**config.mk**
```make
export PLATFORM = sky130hd
export DESIGN_NAME = cbor_front
export DESIGN_NICKNAME = d
export VERILOG_FILES = /design/src/rtl/core/cbor_pkg.sv /design/src/rtl/core/cbor_front.sv
export SDC_FILE = /design/constraint.sdc
export NUM_CORES = 1
export LEC_CHECK = 0
export BUFFER_PORTS_ARGS = -buffer_cell sky130_fd_sc_hd__buf_4
export CAP_MARGIN = 5
export CELL_PAD_IN_SITES_DETAIL_PLACEMENT = 1
export CELL_PAD_IN_SITES_GLOBAL_PLACEMENT = 1
export CORE_MARGIN = 2
export CORE_UTILIZATION = 38
export DETAILED_ROUTE_END_ITERATION = 12
export PLACE_DENSITY_LB_ADDON = 0.1
export SLEW_MARGIN = 20
export SYNTH_ARGS = -nofsm -noshare
export SYNTH_HDL_FRONTEND = slang
export SYNTH_SLANG_ARGS = --single-unit
export TNS_END_PERCENT = 20
```
**constraint.sdc**
```tcl
create_clock -name clk -period 2.05 [get_ports clk]
set_clock_uncertainty 0.1 [all_clocks]
set_input_delay 0.3075 -clock clk [delete_from_list [all_inputs] [get_ports clk]]
set_output_delay 0.3075 -clock clk [all_outputs]
set_load 0.03 [all_outputs]
```
**src/rtl/core/cbor_pkg.sv**
```systemverilog
// Shared types, codes and float widening functions for the streaming CBOR decoder.
// Depends on nothing; every other file of the block imports it.
package cbor_pkg;

    localparam int LVL_W = 7;

    localparam logic [3:0] K_NONE   = 4'd0;
    localparam logic [3:0] K_UINT   = 4'd1;
    localparam logic [3:0] K_BYTES  = 4'd3;
    localparam logic [3:0] K_TEXT   = 4'd4;
    localparam logic [3:0] K_ARRAY  = 4'd5;
    localparam logic [3:0] K_MAP    = 4'd6;
    localparam logic [3:0] K_KEY    = 4'd7;
    localparam logic [3:0] K_KEYPAY = 4'd10;
    localparam logic [3:0] K_FALSE  = 4'd11;
    localparam logic [3:0] K_FLOAT  = 4'd15;

    localparam logic [2:0] ST_OK      = 3'd0;
    localparam logic [2:0] ST_EOI     = 3'd1;
    localparam logic [2:0] ST_INFO    = 3'd2;
    localparam logic [2:0] ST_KEY     = 3'd3;
    localparam logic [2:0] ST_SIMPLE  = 3'd4;
    localparam logic [2:0] ST_MAJOR   = 3'd5;
    localparam logic [2:0] ST_DEEP    = 3'd6;

    localparam logic [2:0] MAJ_TEXT   = 3'd3;
    localparam logic [2:0] MAJ_TAG    = 3'd6;
    localparam logic [2:0] MAJ_SIMPLE = 3'd7;

    typedef struct packed {
        logic [7:0] data;
        logic       last;
        logic [2:0] major;
        logic [4:0] info;
    } in_item_t;

    typedef struct packed {
        logic [3:0]       kind;
        logic [63:0]      value;
        logic [7:0]       pay;
        logic [LVL_W-1:0] lvl;
        logic [LVL_W-1:0] closes;
        logic             done;
        logic [2:0]       status;
    } token_t;

    function automatic logic [63:0] half_to_double(input logic [15:0] h);
        logic [4:0]  e;
        logic [9:0]  m;
        logic [63:0] bits;
        logic [63:0] sh;
        logic [3:0]  p;
        e = h[14:10];
        m = h[9:0];
        p = 4'd0;
        for (int i = 0; i < 10; i++) begin
            if (m[i]) begin
                p = 4'(i);
            end
        end
        sh = 64'(m) << (7'd52 - 7'(p));
        if (e == 5'd0) begin
            if (m == 10'd0) begin
                bits = 64'd0;
            end else begin
                bits = {1'b0, 11'(11'(p) + 11'd999), sh[51:0]};
            end
        end else if (e == 5'd31) begin
            bits = (m == 10'd0) ? 64'h7FF0000000000000 : 64'h7FF8000000000000;
        end else begin
            bits = {1'b0, 11'(11'(e) + 11'd1008), m, 42'd0};
        end
        bits[63] = h[15];
        return bits;
    endfunction

    function automatic logic [63:0] single_to_double(input logic [31:0] u);
        logic [7:0]  e;
        logic [22:0] m;
        logic [63:0] bits;
        logic [63:0] sh;
        logic [4:0]  p;
        e = u[30:23];
        m = u[22:0];
        p = 5'd0;
        for (int i = 0; i < 23; i++) begin
            if (m[i]) begin
                p = 5'(i);
            end
        end
        sh = 64'(m) << (7'd52 - 7'(p));
        if (e == 8'd0) begin
            if (m == 23'd0) begin
                bits = 64'd0;
            end else begin
                bits = {1'b0, 11'(11'(p) + 11'd874), sh[51:0]};
            end
        end else if (e == 8'd255) begin
            bits = 64'h7FF0000000000000;
            if (m != 23'd0) begin
                bits = bits | 64'h0008000000000000 | {12'd0, m, 29'd0};
            end
        end else begin
            bits = {1'b0, 11'(11'(e) + 11'd896), m, 29'd0};
        end
        bits[63] = u[31];
        return bits;
    endfunction

endpackage

```
**src/rtl/core/cbor_front.sv**
```systemverilog
// Input side: two-beat queue that takes message bytes and splits each head byte.
// Depends on cbor_pkg.
module cbor_front
    import cbor_pkg::*;
(
    input  logic       clk,
    input  logic       rst_n,
    input  logic       push,
    input  logic [7:0] in_byte,
    input  logic       is_last,
    output logic       full,
    output logic       item_valid,
    output in_item_t   item,
    input  logic       item_take
);

    in_item_t   buf_reg [2];
    logic       wr_reg;
    logic       rd_reg;
    logic [1:0] cnt_reg;
    logic       do_wr;
    logic       do_rd;

    assign full       = (cnt_reg == 2'd2);
    assign item_valid = (cnt_reg != 2'd0);
    assign item       = buf_reg[rd_reg];
    assign do_wr      = push && !full;
    assign do_rd      = item_take && item_valid;

    always_ff @(posedge clk)
    begin
        if (do_wr)
        begin
            buf_reg[wr_reg] <= '{data: in_byte, last: is_last,
                                 major: in_byte[7:5], info: in_byte[4:0]};
        end
    end

    always_ff @(posedge clk or negedge rst_n)
    begin
        if (!rst_n)
        begin
            wr_reg  <= 1'b0;
            rd_reg  <= 1'b0;
            cnt_reg <= 2'd0;
        end
        else
        begin
            if (do_wr)
            begin
                wr_reg <= !wr_reg;
            end
            if (do_rd)
            begin
                rd_reg <= !rd_reg;
            end
            cnt_reg <= 2'(cnt_reg + 2'(do_wr) - 2'(do_rd));
        end
    end

endmodule

```
* Word level (Yosys, flattened, before mapping) *
Memory sizes are Yosys's and may differ from the RTL's.
Cells that the tools add are included.

word-level totals
  memory bits (writable) = 34
  memories = 1
  bits in registers = 4

memory list
  memory   words  width  read ports  clocked after memory_dff  wr ports  line              RTL
  buf_reg  2      17     1           0                         1         cbor_front.sv:17  in_item_t buf_reg [2];

cells by class
  add/sub/neg operators = 2
  reduce and logical (&&, ||, !) cells = 6
  equality and inequality tests = 1
  mux-type cells = 2

operators by type and width
  kind                                        count
  logical NOT 1 bit                           3
  adder 2 x 1 -> 2 bit                        1
  equality test 2 bit, second input constant  1
  logical AND 1 bit                           2
  2-to-1 mux 1 bit                            2
  nonzero test 2 bit                          1
  subtractor 2 x 1 -> 2 bit                   1

* Logic depth before layout (Yosys ltp) *
  word-level depth = 5
  depth in mapped cells = 7
  mapped depth without buffers = 7

* Worst setup path before layout *
No wires, ideal clock.

  kind = reg2reg
  start point = register cnt_reg[1]
  end point = register cnt_reg[1]
  period minus slack after synthesis = 1782 ps
  arrival time = 1559 ps
  stages on the path, launching flop included = 8
  setup time = 123 ps
  setup slack = 268 ps
  cell sequence = dfrtp_1 -> or2_4 -> and2_4 -> ha_1 -> inv_1 -> ha_1 -> xnor2_1 -> xnor2_1

on the way
  elaborated cells on any way between the ends = 7

RTL lines
  what                       line              RTL
  start: declaration         cbor_front.sv:20  logic [1:0] cnt_reg;
  start signal: assignment   cbor_front.sv:57  cnt_reg <= 2'(cnt_reg + 2'(do_wr) - 2'(do_rd));
  nonzero test 2 bit         cbor_front.sv:25  assign item_valid = (cnt_reg != 2'd0);
  net item_valid             cbor_front.sv:12  output logic item_valid,
  logical AND 1 bit          cbor_front.sv:28  assign do_rd = item_take && item_valid;
  net do_rd                  cbor_front.sv:22  logic do_rd;
  subtractor 2 x 1 -> 2 bit  cbor_front.sv:57

The timed path passes the listed nets, and every way through them passes these cells.
A chain may end at the register's enable or synchronous reset.

==> results.md <==
* Final setup violation count at 0
* Final-report hold violation count at 0
* Slew headroom at 70.5%
* Leading area contributor after synthesis: edfxtp_1
* Final WL at 1.39 mm
* IO Count at 32
* Post-CTS setup buffers at 0
* Top cells by area, synth: edfxtp_1 (59%), mux2_2 (11%), dfrtp_1 (11%)
* Top FF cell, synth: edfxtp_1
* Clk_lat worst skew at approximately 0.29 ns
* Max Buffers Root-to-Sink at 2
* Synthesized flop and latch total at 22
* Req. time, crit path at 1.64 ns
* Synth top area share at a little under 60%
* Grt ovf at 0
* Detailed placement HPWL at 1.10 mm
* GPL Wtd Cong at around 0.65
* Clk slew on worst S/H paths at 0.11 ns
* M3 GR Usage at 2.82%
* CP Class: reg -> out
* Post-synth EDFFs at 18
* R2R setup slack at around 0.25 ns
* Diodes inserted at 0
* Fill cells at 244
* Fin nets at between 90 and 100
* Initial DRC Count at 4
* RR Startpoint: cnt_reg[1]
* Initial core utilization at about 41%
* Slew Viols, Final at 0
* Asr flop ratio synth at a little under a fifth
* Root Buffer: clkbuf_4
* DP Area at 0.00113 sq mm
* Max cap viols at 0
* First-pass GRT wire length at between 2 and 2.5 mm
* CTS resizes at 0
* Fin worst setup slack at roughly 0.16 ns
* Pwr dens at between 1500 and 2000 mW/mm^2
* Hold Crit Class: in -> reg
* Fmax at between 500 and 600 MHz
* Final Critical Period at 1.89 ns
* DR vias/cell at approximately 4.5
* RSZ-0062 raised after global routing: false
* Die Ht at around 53 um
* DP Worst Slack at roughly 0.24 ns
* Met1 GRT Util at 12.4%
* Leakage at just under 0.5 nW
* Synth Instances at 54
* Maximum vdd ir drop at 0.744 mV
* Die ar. at ~0.0028 sq mm
* Sequential area share after synthesis at a little over two thirds
* Worst Hold Launch: in_byte[2]
* Yosys cell types at 15
* Design area at 0.00117 sq mm
* DRC viols at 0
* Layout Area Growth over Synthesis at 27.8%
* CTS tree: built
* Largest register FFs at 18
* Critical Path Start: rd_reg
* Layout cells sized above 1 at 56.6%
* Largest net degree at the start of global routing at 13
* WP data arrival at ~1.5 ns
* Antenna Nets Post-Route at 0
* Initial antenna violation count at 0
* Setup TNS at 0 ns
* GR Layer Usage met2 at roughly a fifth
* YS warnings at 0
* Number of buffers created by CTS at 3
* Via count at around 500
* Wire per inst at 12.5 um
* CP Capture Type: primary output
* Most Crowded Layer GR: met2
* Die Span X at around 53 um
* Core Footprint at roughly 0.0022 sq mm
* CP max FO at 10
* Post-Syn Area at around 910 sq um
* Crit share post-route at around nine tenths
* Total Routing Usage GR at a little under an eighth
* Status: completed
* Vias in the first global route at 520
* Syn Area/Cell at between 15 and 20 sq um
* # clock sinks at 22
* Most common cell in the netlist: edfxtp_1
* Mapped Nets at 69
* Worst setup SP type: flip-flop
* Row cnt at 17
* Slew @ Worst Pin at about 0.44 ns
* Hold Slack at roughly 0.091 ns
* Top cells by count, synth: edfxtp_1 (18), mux2_2 (9), buf_4 (8)
* Port bufs at 31
* Pre-antenna DRT Iters at 3
* CTS H-Tree Depth at 1
per-layer routing:
layer,routed length [um],up-vias
li1,-,240
met4,0,0
met3,103,0
met1,500,238
met2,783,18
met5,0,-
logic make-up (layout without fill, tap and decap cells):
logic type               Yosys count  count (layout)  synth area share (%)
adder cells (fa/ha/maj)            2               2                  2.74
flip-flops                        22              22                  70.2
buffers and inverters             11              40                  7.96
multiplexers                       9               9                  11.1
AND/OR/NAND/NOR                    6               6                  4.12
XOR/XNOR                           4               4                  3.84
final cells by class:
type	count	area, sq um	share of cell area (%)
flip-flops and latches	22	641	54.9
repair buffers	34	258	22.1
multi-input cells	21	199	17.1
well taps	28	35.0	3.00
clock buffers	4	26.3	2.25
inverters	2	7.51	0.644
worst paths after layout:
kind                                  end  cells past startpoint
max                               item[0]                      2
min                        buf_reg[1][11]                      1
max reg2reg                    cnt_reg[1]                      7
min reg2reg                        wr_reg                      1
max in group asynchronous          rd_reg                      2
min in group asynchronous      cnt_reg[0]                      2
critical path, cell delays in order (launching register included):
cell     delay (ns)
dfrtp_1        0.62
mux2_2         0.40
buf_4          0.17
placed cells by master, fill, tap and decap left out:
master,instances
xor2_1,1
clkbuf_4,3
and2_4,1
dfrtp_1,4
nor2_1,1
nand2b_1,1
xnor2_1,3
edfxtp_1,18
inv_1,2
or2_4,1
and3_1,1
clkbuf_1,1
nand2_1,1
ha_1,2
dlygate4sd3_1,1
buf_4,33
mux2_2,9
timing repair:
item / in CTS / in global routing
endpoints found under the setup margin: 0 / 0
hold buffers: 1 / 0
hold endpoints to repair: 4 / 0
where the power goes:
group / switching [mW] / leakage [nW] / internal [mW] / total [mW]
registers: 0.0780 / 0.214 / 0.623 / 0.701
logic: 0.561 / 0.259 / 0.412 / 0.973
clock network: 0.112 / 0.0150 / 0.0756 / 0.188
total: 0.751 / 0.488 / 1.11 / 1.86
metrics by stage:
step	power, mW	util (%)	std cells
after global routing	1.99	52.2	111
final	1.86	52.2	111
after CTS	1.91	52.2	111
after floorplan	1.44	-	54
after detailed placement	1.71	50.6	106
after global placement	1.69	50.6	106
Note: power is estimated with default switching activity, not from simulation.
