**src/rtl/core/cbor_pkg.sv**
```systemverilog
// Shared types, codes and float widening functions for the streaming CBOR decoder.
// Depends on nothing; every other file of the block imports it.
package cbor_pkg;

    localparam int LVL_W = 7;

    localparam logic [3:0] K_NONE   = 4'd0;
    localparam logic [3:0] K_UINT   = 4'd1;
    localparam logic [3:0] K_BYTES  = 4'd3;
    localparam logic [3:0] K_TEXT   = 4'd4;
    localparam logic [3:0] K_ARRAY  = 4'd5;
    localparam logic [3:0] K_MAP    = 4'd6;
    localparam logic [3:0] K_KEY    = 4'd7;
    localparam logic [3:0] K_KEYPAY = 4'd10;
    localparam logic [3:0] K_FALSE  = 4'd11;
    localparam logic [3:0] K_FLOAT  = 4'd15;

    localparam logic [2:0] ST_OK      = 3'd0;
    localparam logic [2:0] ST_EOI     = 3'd1;
    localparam logic [2:0] ST_INFO    = 3'd2;
    localparam logic [2:0] ST_KEY     = 3'd3;
    localparam logic [2:0] ST_SIMPLE  = 3'd4;
    localparam logic [2:0] ST_MAJOR   = 3'd5;
    localparam logic [2:0] ST_DEEP    = 3'd6;

    localparam logic [2:0] MAJ_TEXT   = 3'd3;
    localparam logic [2:0] MAJ_TAG    = 3'd6;
    localparam logic [2:0] MAJ_SIMPLE = 3'd7;

    typedef struct packed {
        logic [7:0] data;
        logic       last;
        logic [2:0] major;
        logic [4:0] info;
    } in_item_t;

    typedef struct packed {
        logic [3:0]       kind;
        logic [63:0]      value;
        logic [7:0]       pay;
        logic [LVL_W-1:0] lvl;
        logic [LVL_W-1:0] closes;
        logic             done;
        logic [2:0]       status;
    } token_t;

    function automatic logic [63:0] half_to_double(input logic [15:0] h);
        logic [4:0]  e;
        logic [9:0]  m;
        logic [63:0] bits;
        logic [63:0] sh;
        logic [3:0]  p;
        e = h[14:10];
        m = h[9:0];
        p = 4'd0;
        for (int i = 0; i < 10; i++) begin
            if (m[i]) begin
                p = 4'(i);
            end
        end
        sh = 64'(m) << (7'd52 - 7'(p));
        if (e == 5'd0) begin
            if (m == 10'd0) begin
                bits = 64'd0;
            end else begin
                bits = {1'b0, 11'(11'(p) + 11'd999), sh[51:0]};
            end
        end else if (e == 5'd31) begin
            bits = (m == 10'd0) ? 64'h7FF0000000000000 : 64'h7FF8000000000000;
        end else begin
            bits = {1'b0, 11'(11'(e) + 11'd1008), m, 42'd0};
        end
        bits[63] = h[15];
        return bits;
    endfunction

    function automatic logic [63:0] single_to_double(input logic [31:0] u);
        logic [7:0]  e;
        logic [22:0] m;
        logic [63:0] bits;
        logic [63:0] sh;
        logic [4:0]  p;
        e = u[30:23];
        m = u[22:0];
        p = 5'd0;
        for (int i = 0; i < 23; i++) begin
            if (m[i]) begin
                p = 5'(i);
            end
        end
        sh = 64'(m) << (7'd52 - 7'(p));
        if (e == 8'd0) begin
            if (m == 23'd0) begin
                bits = 64'd0;
            end else begin
                bits = {1'b0, 11'(11'(p) + 11'd874), sh[51:0]};
            end
        end else if (e == 8'd255) begin
            bits = 64'h7FF0000000000000;
            if (m != 23'd0) begin
                bits = bits | 64'h0008000000000000 | {12'd0, m, 29'd0};
            end
        end else begin
            bits = {1'b0, 11'(11'(e) + 11'd896), m, 29'd0};
        end
        bits[63] = u[31];
        return bits;
    endfunction

endpackage

```
**src/rtl/core/cbor_outq.sv**
```systemverilog
// Result side: two-beat queue of finished tokens.
// Depends on cbor_pkg.
module cbor_outq
    import cbor_pkg::*;
(
    input  logic   clk,
    input  logic   rst_n,
    input  logic   tok_push,
    input  token_t tok_in,
    output logic   tok_full,
    input  logic   pop,
    output logic   empty,
    output token_t tok_out
);

    token_t     buf_reg [2];
    logic       wr_reg;
    logic       rd_reg;
    logic [1:0] cnt_reg;
    logic       do_wr;
    logic       do_rd;

    assign tok_full = (cnt_reg == 2'd2);
    assign empty    = (cnt_reg == 2'd0);
    assign tok_out  = buf_reg[rd_reg];
    assign do_wr    = tok_push && !tok_full;
    assign do_rd    = pop && !empty;

    always_ff @(posedge clk)
    begin
        if (do_wr)
        begin
            buf_reg[wr_reg] <= tok_in;
        end
    end

    always_ff @(posedge clk or negedge rst_n)
    begin
        if (!rst_n)
        begin
            wr_reg  <= 1'b0;
            rd_reg  <= 1'b0;
            cnt_reg <= 2'd0;
        end
        else
        begin
            if (do_wr)
            begin
                wr_reg <= !wr_reg;
            end
            if (do_rd)
            begin
                rd_reg <= !rd_reg;
            end
            cnt_reg <= 2'(cnt_reg + 2'(do_wr) - 2'(do_rd));
        end
    end

endmodule

```
**config.mk**
```make
export PLATFORM = sky130hd
export DESIGN_NAME = cbor_outq
export DESIGN_NICKNAME = d
export VERILOG_FILES = /design/src/rtl/core/cbor_pkg.sv /design/src/rtl/core/cbor_outq.sv
export SDC_FILE = /design/constraint.sdc
export NUM_CORES = 1
export LEC_CHECK = 0
export BUFFER_PORTS_ARGS = -buffer_cell sky130_fd_sc_hd__buf_2
export CELL_PAD_IN_SITES_DETAIL_PLACEMENT = 0
export CELL_PAD_IN_SITES_GLOBAL_PLACEMENT = 1
export CORE_UTILIZATION = 44
export CTS_CLUSTER_DIAMETER = 150
export CTS_CLUSTER_SIZE = 24
export DETAILED_ROUTE_END_ITERATION = 10
export PLACE_DENSITY = 0.88
export SYNTH_ARGS = -nofsm -noshare
export SYNTH_HDL_FRONTEND = slang
export SYNTH_SLANG_ARGS = --single-unit
```
**constraint.sdc**
```tcl
create_clock -name clk -period 7.3 [get_ports clk]
set_input_delay 1.46 -clock clk [delete_from_list [all_inputs] [get_ports clk]]
set_output_delay 1.46 -clock clk [all_outputs]
set_load 0.02 [all_outputs]
```
### Yosys cells after proc, flatten, opt, wreduce, memory -nomap -nowiden

Memories as Yosys holds them, arrays and structs flattened.
Index checks and enable logic that the tools add are counted.

| word-level totals | value |
|---|---|
| register bits | 4 |
| latch bits | 0 |
| bits in writable memories | 188 |
| bits in read-only memories | 0 |
| bits of input ports | 98 |
| word-level logic and storage cells | 16 |
| memories | 1 |

| cells by class | value |
|---|---|
| add/sub/neg operators | 2 |
| multipliers | 0 |
| div/mod/pow operators | 0 |
| magnitude comparators | 0 |
| eq/ne operators | 1 |
| shifts and indexed selects | 0 |
| muxes and demuxes | 2 |
| bitwise logic cells | 0 |
| reductions and logical operators | 7 |

Memory list:

| memory | words | bits a word | read ports | clocked after memory_dff | wr ports | RTL line | RTL |
|---|---|---|---|---|---|---|---|
| buf_reg | 2 | 94 | 1 | 0 | 1 | cbor_outq.sv:16 | `token_t buf_reg [2];` |

Operators by type and width:

| cell | count |
|---|---|
| zero test 1 bit | 4 |
| adder 2 x 1 -> 2 bit | 1 |
| equality test 2 bit, second input constant | 1 |
| logical AND 1 bit | 2 |
| zero test 2 bit | 1 |
| two-way mux 1 bit | 2 |
| subtractor 2 x 1 -> 2 bit | 1 |

### Logic depth before layout (Yosys ltp)

Gate-level depths: netlist of the first run.

| logic depth | value |
|---|---|
| word-level depth | 5 |
| mapped depth | 7 |
| mapped depth without buffers | 7 |

### Worst setup path after synthesis of the first run

OpenSTA, ideal clock, no wires.

| path | value |
|---|---|
| path kind | input to register |
| start | input port tok_push |
| end | memory buf_reg[0][0] in the netlist's numbering, enable pin |
| library setup time | 0.547 ns |
| arrival | 5.469 ns |
| data required time | 6.753 ns |
| setup slack | 1.284 ns |
| stages on the path | 2 |
| path through | nand2_1 -> nor2_1 |

| between the ends | value |
|---|---|
| longest elaborated chain between the ends | 3 |

Ends and longest elaborated chain:

| what | RTL line | RTL |
|---|---|---|
| from (decl) | cbor_outq.sv:8 | `input logic tok_push,` |
| logical AND 1 bit | cbor_outq.sv:26 | `assign do_wr = tok_push && !tok_full;` |
| two-way mux 1 bit | cbor_outq.sv:31 | `if (do_wr)` |
| two-way mux 1 bit (not written as such) | cbor_outq.sv:33 | `buf_reg[wr_reg] <= tok_in;` |
| to (decl) | cbor_outq.sv:16 |  |

Every way passes these cells.

==> results.yml, run 1 <==
die:
  die_area_um2: 16900
  start_util: 0.451
  fp.coreArea_um2: 15900
  chipWidth_um: 130
  num_rows: 46
  die_height_um: 130
  boundaryPins: 194
placed_design:
  place.port_buffers: 193
  gpl.final_weighted_congestion: 0.685
  dp_hpwl_um: 8450
logic_synthesis:
  synth.yosys.seq_area_share: 0.799
  synth.avg_cell_area_um2: 23.1
  yosys.cell_types.count: 16
  yosysWarnings: 0
  synth.net_count: 411
  ys_ff_latch: 192
  synthesis.area_um2: 7190
  synthesis.instances: 311
power:
  finalPower_mw: 3.79
  power.density_nw_per_um2: 423
  vdd.ir_drop.worst_v: 0.000283
  leakage_component_of_the_power_nw: 3.50
cts:
  cts.htree.levels: 4
  cts_root_buffer: "clkbuf_16"
  clock_tree_from_tritoncts: "done"
  cts.hold.buffers_added: 0
  cts_setup_buffers: 0
  cts.clk_slew.worst_paths_ns: 0.07
  clock_path_buffers: 2
  cts_inserted_buffers: 17
  number_of_clock_sinks: 192
  clk_latency_ns: 0.42
  cts_repair_resize_count: 0
timing:
  timing.final.max_slew_violations: 0
  fin_skew_ns: 0.00688
  grt_setup_unrepaired: "no"
  setup_violations: 0
  finalCriticalPeriod_ns: 4.20
  clock.fmax_mhz: 238
  final.setup.tns_ns: 0
  layout_worst_path_cycle_share: 0.575
  worst_pin_slew_ns: 0.878
  worst_slew_margin_rel: 0.415
  whs_ns: 0.498
  finalHoldViolCount: 0
cells_and_area:
  layout.nets: 616
  highest_count_cells_in_the_layout_ignoring_fill_and_taps: "193 x buf_2, 188 x edfxtp_1, 50 x mux2_4"
  num-fill-cells: 1238
  commonest_non_fill_non_tap_cell_in_the_layout: "buf_2"
  drive_above_1_share: 0.609
  largest_reg_flops: 188
  fin_util: 0.563
  synthToLayoutAreaGrowth_pct: 24.7
grt:
  first_global_vias: 3700
  grt_max_degree: 56
  antenna_found_initial: 0
  gr-usage-all-layers: 0.154
  grt_first_pass_wirelength_um: 18800
  global_route.overflow_total: 0
detailed_routing:
  finalWirelength_um: 12700
  vias_per_cell: 4.77
  vias: 3546
  first_iter_violations: 143
  drt_pass1_iterations: 5
  detail_route.wl_per_cell_um: 17.0
  route.antenna.remaining_nets: 0
  drc: 0
worst_hold_path:
  hold_removal_path_class: "flip-flop to flip-flop"
critical_path:
  timing.critical_path.fanout_max: 55
  worst-endpoint-arrival_ns: 2.74
  worstPathRequired_ns: 5.84
  setup.worst_path.end_class: "primary output"
  setup.worst_path.start_class: "flip-flop"
  criticalPathCategory: "flip-flop to primary output"
status:
  status: "finished, final reports clean"
flow_run:
  timing.max_cap.violations: 0
==> through the flow <==
stage	setup slack, ns	cells	cell area [um2]
3_5_place_dp	3.51	713	8370
5_1_grt	2.93	743	8970
4_1_cts	3.03	743	8970
3_3_place_gp	3.57	713	8370
6_report	3.10	744	8970
2_1_floorplan	1.28	311	7190
==> worst max-delay path: stages (launching register included) <==
cell and delay [ns]:
dfrtp_4 0.88, buf_4 0.77, mux2_2 0.42, buf_2 0.17
==> report_power, final <==
group	internal [mW]	switching, mW
logic	0.532	0.702
clock network	0.566	0.367
registers	1.51	0.117
==> per-layer routing <==
layer  up-vias  share of wire  GRT usage
li1       1637              -          -
met1      1769           0.39      0.166
met2       128           0.53      0.276
met3        12          0.069     0.0627
met4         0          0.011     0.0513
met5         -              0          0
==> cell usage after synthesis <==
| master | n | area, um2 |
|---|---|---|
| edfxtp_1 | 188 | 5650 |
| mux2_4 | 50 | 751 |
| mux2_2 | 44 | 495 |
| buf_6 | 6 | 67.6 |
| buf_2 | 4 | 20.0 |
| dfrtp_1 | 4 | 100 |
| xnor2_1 | 3 | 26.3 |
| ha_1 | 2 | 25.0 |
| inv_1 | 2 | 7.51 |
| nor2_1 | 2 | 7.51 |
| and3_1 | 1 | 6.26 |
| buf_8 | 1 | 15.0 |
| nand2_1 | 1 | 3.75 |
| nand2b_1 | 1 | 6.26 |
| nor2b_1 | 1 | 6.26 |
| xor2_1 | 1 | 8.76 |
==> logic make-up after synthesis <==
kind of cell  after synthesis  share of synthesized area
buf+inv                    13                     0.0153
simple gates                6                    0.00418
mux                        94                      0.173
fa+ha+maj                   2                    0.00348
flops                     192                      0.799
xor+xnor                    4                    0.00487
==> worst paths after layout <==
| path | cells past startpoint | to | from | slack (ns) |
|---|---|---|---|---|
| setup / recovery | 3 | tok_out[28] | rd_reg | 3.10 |
| hold / removal | 1 | cnt_reg[1] | cnt_reg[1] | 0.50 |
| setup reg to reg | 3 | buf_reg[1][68] | cnt_reg[1] | 5.06 |
| hold reg to reg | 1 | cnt_reg[1] | cnt_reg[1] | 0.50 |
| max in group asynchronous | 1 | rd_reg | rst_n | 6.33 |
| min in group asynchronous | 1 | rd_reg | rst_n | 0.83 |
==> final cells by class <==
type	count	area, um2	share of cell area
clock buffers	18	429	0.0478
well taps	216	270	0.0301
inverters	2	7.51	0.000837
repair buffers	197	996	0.111
flip-flops and latches	192	5750	0.641
clock inverters	12	168	0.0187
diodes	1	2.50	0.000279
multi-input cells	106	1350	0.150
No activity file was read; power rests on OpenSTA's default activity.
==> run 2, diff against run 1 <==
==> constraint.sdc (replaced) <==
create_clock -name clk -period 4.3 [get_ports clk]
set_input_delay 0.86 -clock clk [delete_from_list [all_inputs] [get_ports clk]]
set_output_delay 0.86 -clock clk [all_outputs]
set_load 0.02 [all_outputs]
==> results.yml, run 2 (synthesized netlist as in run 1, its figures left out) <==
timing:
  final.setup.tns_ns: 0
  finalCriticalPeriod_ns: 3.13
  setup_violations: 0
  layout_worst_path_cycle_share: 0.728
  grt_setup_unrepaired: "no"
  fin_skew_ns: 0.00540
  worst_slew_margin_rel: 0.458
  timing.final.max_slew_violations: 0
  finalHoldViolCount: 0
  clock.fmax_mhz: 319
  worst_pin_slew_ns: 0.813
critical_path:
  crit_path_start: "rd_reg"
  slowest_cp_cell: "dfrtp_4"
  crit-reg2reg-launch: "cnt_reg[1]"
  cp_cell_sequence: "buf_4 > mux2_2 > buf_2"
  worst-r2r-cell-count: 3
  r2r_slack_ns: 2.37
  r2r-end: "buf_reg[1][87]"
  setup.worst_path.end_class: "primary output"
  worstPathRequired_ns: 3.44
  timing.critical_path.fanout_max: 36
  setup.worst_path.start_class: "flip-flop"
  criticalPathCategory: "flip-flop to primary output"
  worst-endpoint-arrival_ns: 2.27
  largest_incremental_delay_on_the_critical_path_ns: 0.85
  crit_path_end: "tok_out[23]"
die:
  chipWidth_um: 130
  die_height_um: 130
  boundaryPins: 194
  start_util: 0.451
  num_rows: 46
  fp.coreArea_um2: 15900
  die_area_um2: 16900
detailed_routing:
  route.antenna.remaining_nets: 0
  drc: 0
  finalWirelength_um: 12200
  drt_pass1_iterations: 4
  first_iter_violations: 163
  detail_route.wl_per_cell_um: 16.3
  sum_of_routed_wire_segments_on_met1_um: 4780
  vias: 3513
  vias_per_cell: 4.70
  routed-wl-met3_um: 950
  highest-signal-layer: "met4"
  met2_wirelength_from_detailed_routing_um: 6240
cts:
  cts_setup_buffers: 0
  cts_root_buffer: "clkbuf_16"
  clock_path_buffers: 2
  cts.hold.buffers_added: 0
  cts.htree.levels: 4
  clock_tree_from_tritoncts: "done"
  cts.clk_slew.worst_paths_ns: 0.06
  cts_inserted_buffers: 17
  number_of_clock_sinks: 192
  cts_repair_resize_count: 0
  clk_latency_ns: 0.42
grt:
  first_global_vias: 3602
  antenna_found_initial: 0
  grt_first_pass_wirelength_um: 17900
  grt_max_degree: 60
  gr-usage-all-layers: 0.146
  global_route.overflow_total: 0
power:
  p_clk_frac: 0.238
  leakage_component_of_the_power_nw: 3.50
  power.density_nw_per_um2: 712
  finalPower_mw: 6.39
  intPower_mw: 4.41
  share_comb_of_total_power: 0.331
  power.sequential.fraction: 0.431
  swShare: 0.310
  p_sw_mw: 1.98
  vdd.ir_drop.worst_v: 0.000405
placed_design:
  gpl.final_weighted_congestion: 0.651
  place.port_buffers: 193
  placed_cell_areas_um2: 8400
  dp_hpwl_um: 8260
worst_hold_path:
  hold_removal_path_class: "input pin to asynchronous set/reset pin"
cells_and_area:
  final_cell_area_um2: 8980
  largest_reg_flops: 188
  count_of_antenna_diodes_in_the_layout: 0
  highest_count_cells_in_the_layout_ignoring_fill_and_taps: "193 x buf_2, 188 x edfxtp_1, 50 x mux2_4"
  drive_above_1_share: 0.603
  synthToLayoutAreaGrowth_pct: 24.8
  commonest_non_fill_non_tap_cell_in_the_layout: "buf_2"
  layout.nets: 618
flow_run:
  timing.max_cap.violations: 0
status:
  status: "finished, final reports clean"
-- run 2: changes by cell type in the layout (fill, tap and decap cells not counted), sizes merged --
cell	before	now
clkbuf	18	25
diode	1	0
inv	3	2
bufinv	4	3
buf	197	199
clkinv	6	3
-- run 2: routing by layer --
metal / track usage / vias up
li1: - / 1643
met1: 0.166 / 1707
met2: 0.249 / 145
met3: 0.0513 / 18
met4: 0.0643 / 0
met5: 0 / -
-- run 2: how the worst min path moves through the flow --
stage                     startpoint         end  slack, ns  cells after the start
final                          rst_n      rd_reg       0.24                      1
after global routing           rst_n  cnt_reg[1]       0.23                      1
after global placement    cnt_reg[1]  cnt_reg[1]       0.49                      1
after detailed placement  cnt_reg[1]  cnt_reg[1]       0.50                      1
after floorplan           cnt_reg[1]  cnt_reg[1]       0.47                      1
after CTS                      rst_n  cnt_reg[1]       0.22                      1
-- run 2: metrics by stage --
step	std cells	hold WS [ns]	util	setup WS, ns
finish	747	0.239	0.563	1.17
global route	747	0.227	0.563	1.05
CTS	747	0.222	0.563	1.11
detailed placement	715	0.503	0.527	1.58
global placement	715	0.488	0.527	1.64
floorplan	311	0.468	-	0.465
-- run 2: power groups by stage --
stage	combinational [mW]	sequential (mW)	clock, mW
finish	2.11	2.75	1.52
global route	2.26	2.80	1.63
CTS	2.15	2.76	1.57
detailed placement	2.15	2.80	0
global placement	2.11	2.78	0
floorplan	1.65	2.70	0
-- run 2: critical path: cells and delay by family, from the launching register on --
kind | cells | cell delay [ns]
mux | 1 | 0.39
buf+inv | 2 | 0.60
flops | 1 | 0.85
-- run 2: final cells by class --
type | instances | area [um2]
multi-input cells | 106 | 1350
repair buffers | 199 | 1020
inverters | 2 | 7.51
well taps | 216 | 270
flip-flops and latches | 192 | 5750
clock buffers | 25 | 465
clock inverters | 7 | 111
fillers | 1243 | 6970
==> run 3, diff against run 2 <==
==> constraint.sdc (replaced) <==
create_clock -name clk -period 3.3 [get_ports clk]
set_input_delay 0.66 -clock clk [delete_from_list [all_inputs] [get_ports clk]]
set_output_delay 0.66 -clock clk [all_outputs]
set_load 0.02 [all_outputs]
==> results.yml, run 3 (synthesized netlist as in run 1, its figures left out) <==
cells_and_area:
  layout.nets: 618
  count_of_antenna_diodes_in_the_layout: 0
  highest_count_cells_in_the_layout_ignoring_fill_and_taps: "193 x buf_2, 188 x edfxtp_1, 50 x mux2_4"
  commonest_non_fill_non_tap_cell_in_the_layout: "buf_2"
  num-fill-cells: 1216
  seqCellArea_um2: 5750
  synthToLayoutAreaGrowth_pct: 26.0
  stdcell_count: 746
  drive_above_1_share: 0.617
  largest_reg_flops: 188
  multiInputGateArea_um2: 1350
detailed_routing:
  vias_per_cell: 4.73
  finalWirelength_um: 12300
  first_iter_violations: 212
  route.antenna.remaining_nets: 0
  detail_route.wl_per_cell_um: 16.5
  drt_pass1_iterations: 4
  vias: 3527
  drc: 0
timing:
  worst_slew_margin_rel: 0.472
  timing.final.max_slew_violations: 0
  whs_ns: 0.0396
  finalCriticalPeriod_ns: 2.89
  finalHoldViolCount: 0
  worst_pin_slew_ns: 0.792
  setup_ws_final_ns: 0.414
  clock.fmax_mhz: 346
  layout_worst_path_cycle_share: 0.875
  final.setup.tns_ns: 0
  setup_violations: 0
  grt_setup_unrepaired: "no"
  fin_skew_ns: 0.00895
critical_path:
  worst-endpoint-arrival_ns: 2.23
  timing.critical_path.max_delay_family: "flip-flops"
  timing.critical_path.fanout_max: 65
  cp.buffers_inverters: 2
  setup.worst_path.start_class: "flip-flop"
  worst-r2r-cell-count: 4
  r2r_slack_ns: 1.47
  slowest_cp_cell: "dfrtp_4"
  worstPathRequired_ns: 2.64
  largest_incremental_delay_on_the_critical_path_ns: 0.75
  setup.worst_path.end_class: "primary output"
  crit-reg2reg-launch: "cnt_reg[1]"
  r2r-end: "buf_reg[0][56]"
  worstSetupPathDepth: 3
  cp_cell_sequence: "buf_12 > mux2_2 > buf_2"
  criticalPathCategory: "flip-flop to primary output"
cts:
  cts_inserted_buffers: 17
  cts_repair_resize_count: 0
  cts.hold.buffers_added: 0
  cts.clk_slew.worst_paths_ns: 0.07
  clk_latency_ns: 0.42
  cts_setup_buffers: 0
  clock_tree_from_tritoncts: "done"
  number_of_clock_sinks: 192
  cts_root_buffer: "clkbuf_16"
  cts.htree.levels: 4
  clock_path_buffers: 2
die:
  die_height_um: 130
  chipWidth_um: 130
  num_rows: 46
  boundaryPins: 194
  start_util: 0.451
  fp.coreArea_um2: 15900
  die_area_um2: 16900
grt:
  grt_max_degree: 66
  global_route.overflow_total: 0
  gr-usage-all-layers: 0.149
  antenna_found_initial: 2
  grt_first_pass_wirelength_um: 18300
  first_global_vias: 3702
placed_design:
  dp_hpwl_um: 8150
  gpl.final_weighted_congestion: 0.700
  preCtsSetupSlack_ns: 0.859
  placed_cells_incl_taps: 715
  place.port_buffers: 193
status:
  status: "finished, final reports clean"
power:
  leakage_component_of_the_power_nw: 3.54
  power.density_nw_per_um2: 948
  vdd.ir_drop.worst_v: 0.000458
worst_hold_path:
  hold_removal_path_class: "input pin to asynchronous set/reset pin"
flow_run:
  timing.max_cap.violations: 0
-- run 3: cell types whose count changed in the layout (fill, tap and decap cells not counted), sizes merged --
cell / previous run / this run
bufinv: 3 / 5
clkinv: 3 / 1
clkbuf: 25 / 17
clkinvlp: 1 / 3
inv: 2 / 7
-- run 3: routing by layer --
| metal | global-route usage | share of wire | vias to the layer above |
|---|---|---|---|
| li1 | - | - | 1643 |
| met1 | 0.161 | 0.40 | 1740 |
| met2 | 0.260 | 0.52 | 124 |
| met3 | 0.0566 | 0.068 | 18 |
| met4 | 0.0684 | 0.015 | 2 |
| met5 | 0 | 0.00081 | - |
-- run 3: per-stage QoR --
step | instance area [um2] | power, mW | util
global placement | 8410 | 6.38 | 0.528
detailed placement | 8410 | 6.45 | 0.528
global route | 9060 | 8.99 | 0.569
finish | 9060 | 8.59 | 0.569
floorplan | 7200 | 5.65 | -
CTS | 9060 | 8.71 | 0.569
-- run 3: worst max path at each step --
stage,from,end
floorplan,tok_push,buf_reg[0][0]
global placement,rd_reg,tok_out[22]
detailed placement,rd_reg,tok_out[22]
CTS,rd_reg,tok_out[22]
global route,rd_reg,tok_out[26]
finish,rd_reg,tok_out[26]
-- run 3: power breakdown --
part | switching [mW] | leakage, nW | internal, mW | total, mW
combinational | 1.59 | 1.44 | 1.21 | 2.79
clock | 0.888 | 0.309 | 1.36 | 2.25
sequential | 0.216 | 1.79 | 3.34 | 3.55
-- run 3: area by class of cell --
cell class	instances	area share
sequential	192	0.634
multi-input combinational	106	0.149
timing repair buffer	199	0.114
clock buffer	17	0.0469
tap	216	0.0298
clock inverter	14	0.0251
inverter	2	0.000828
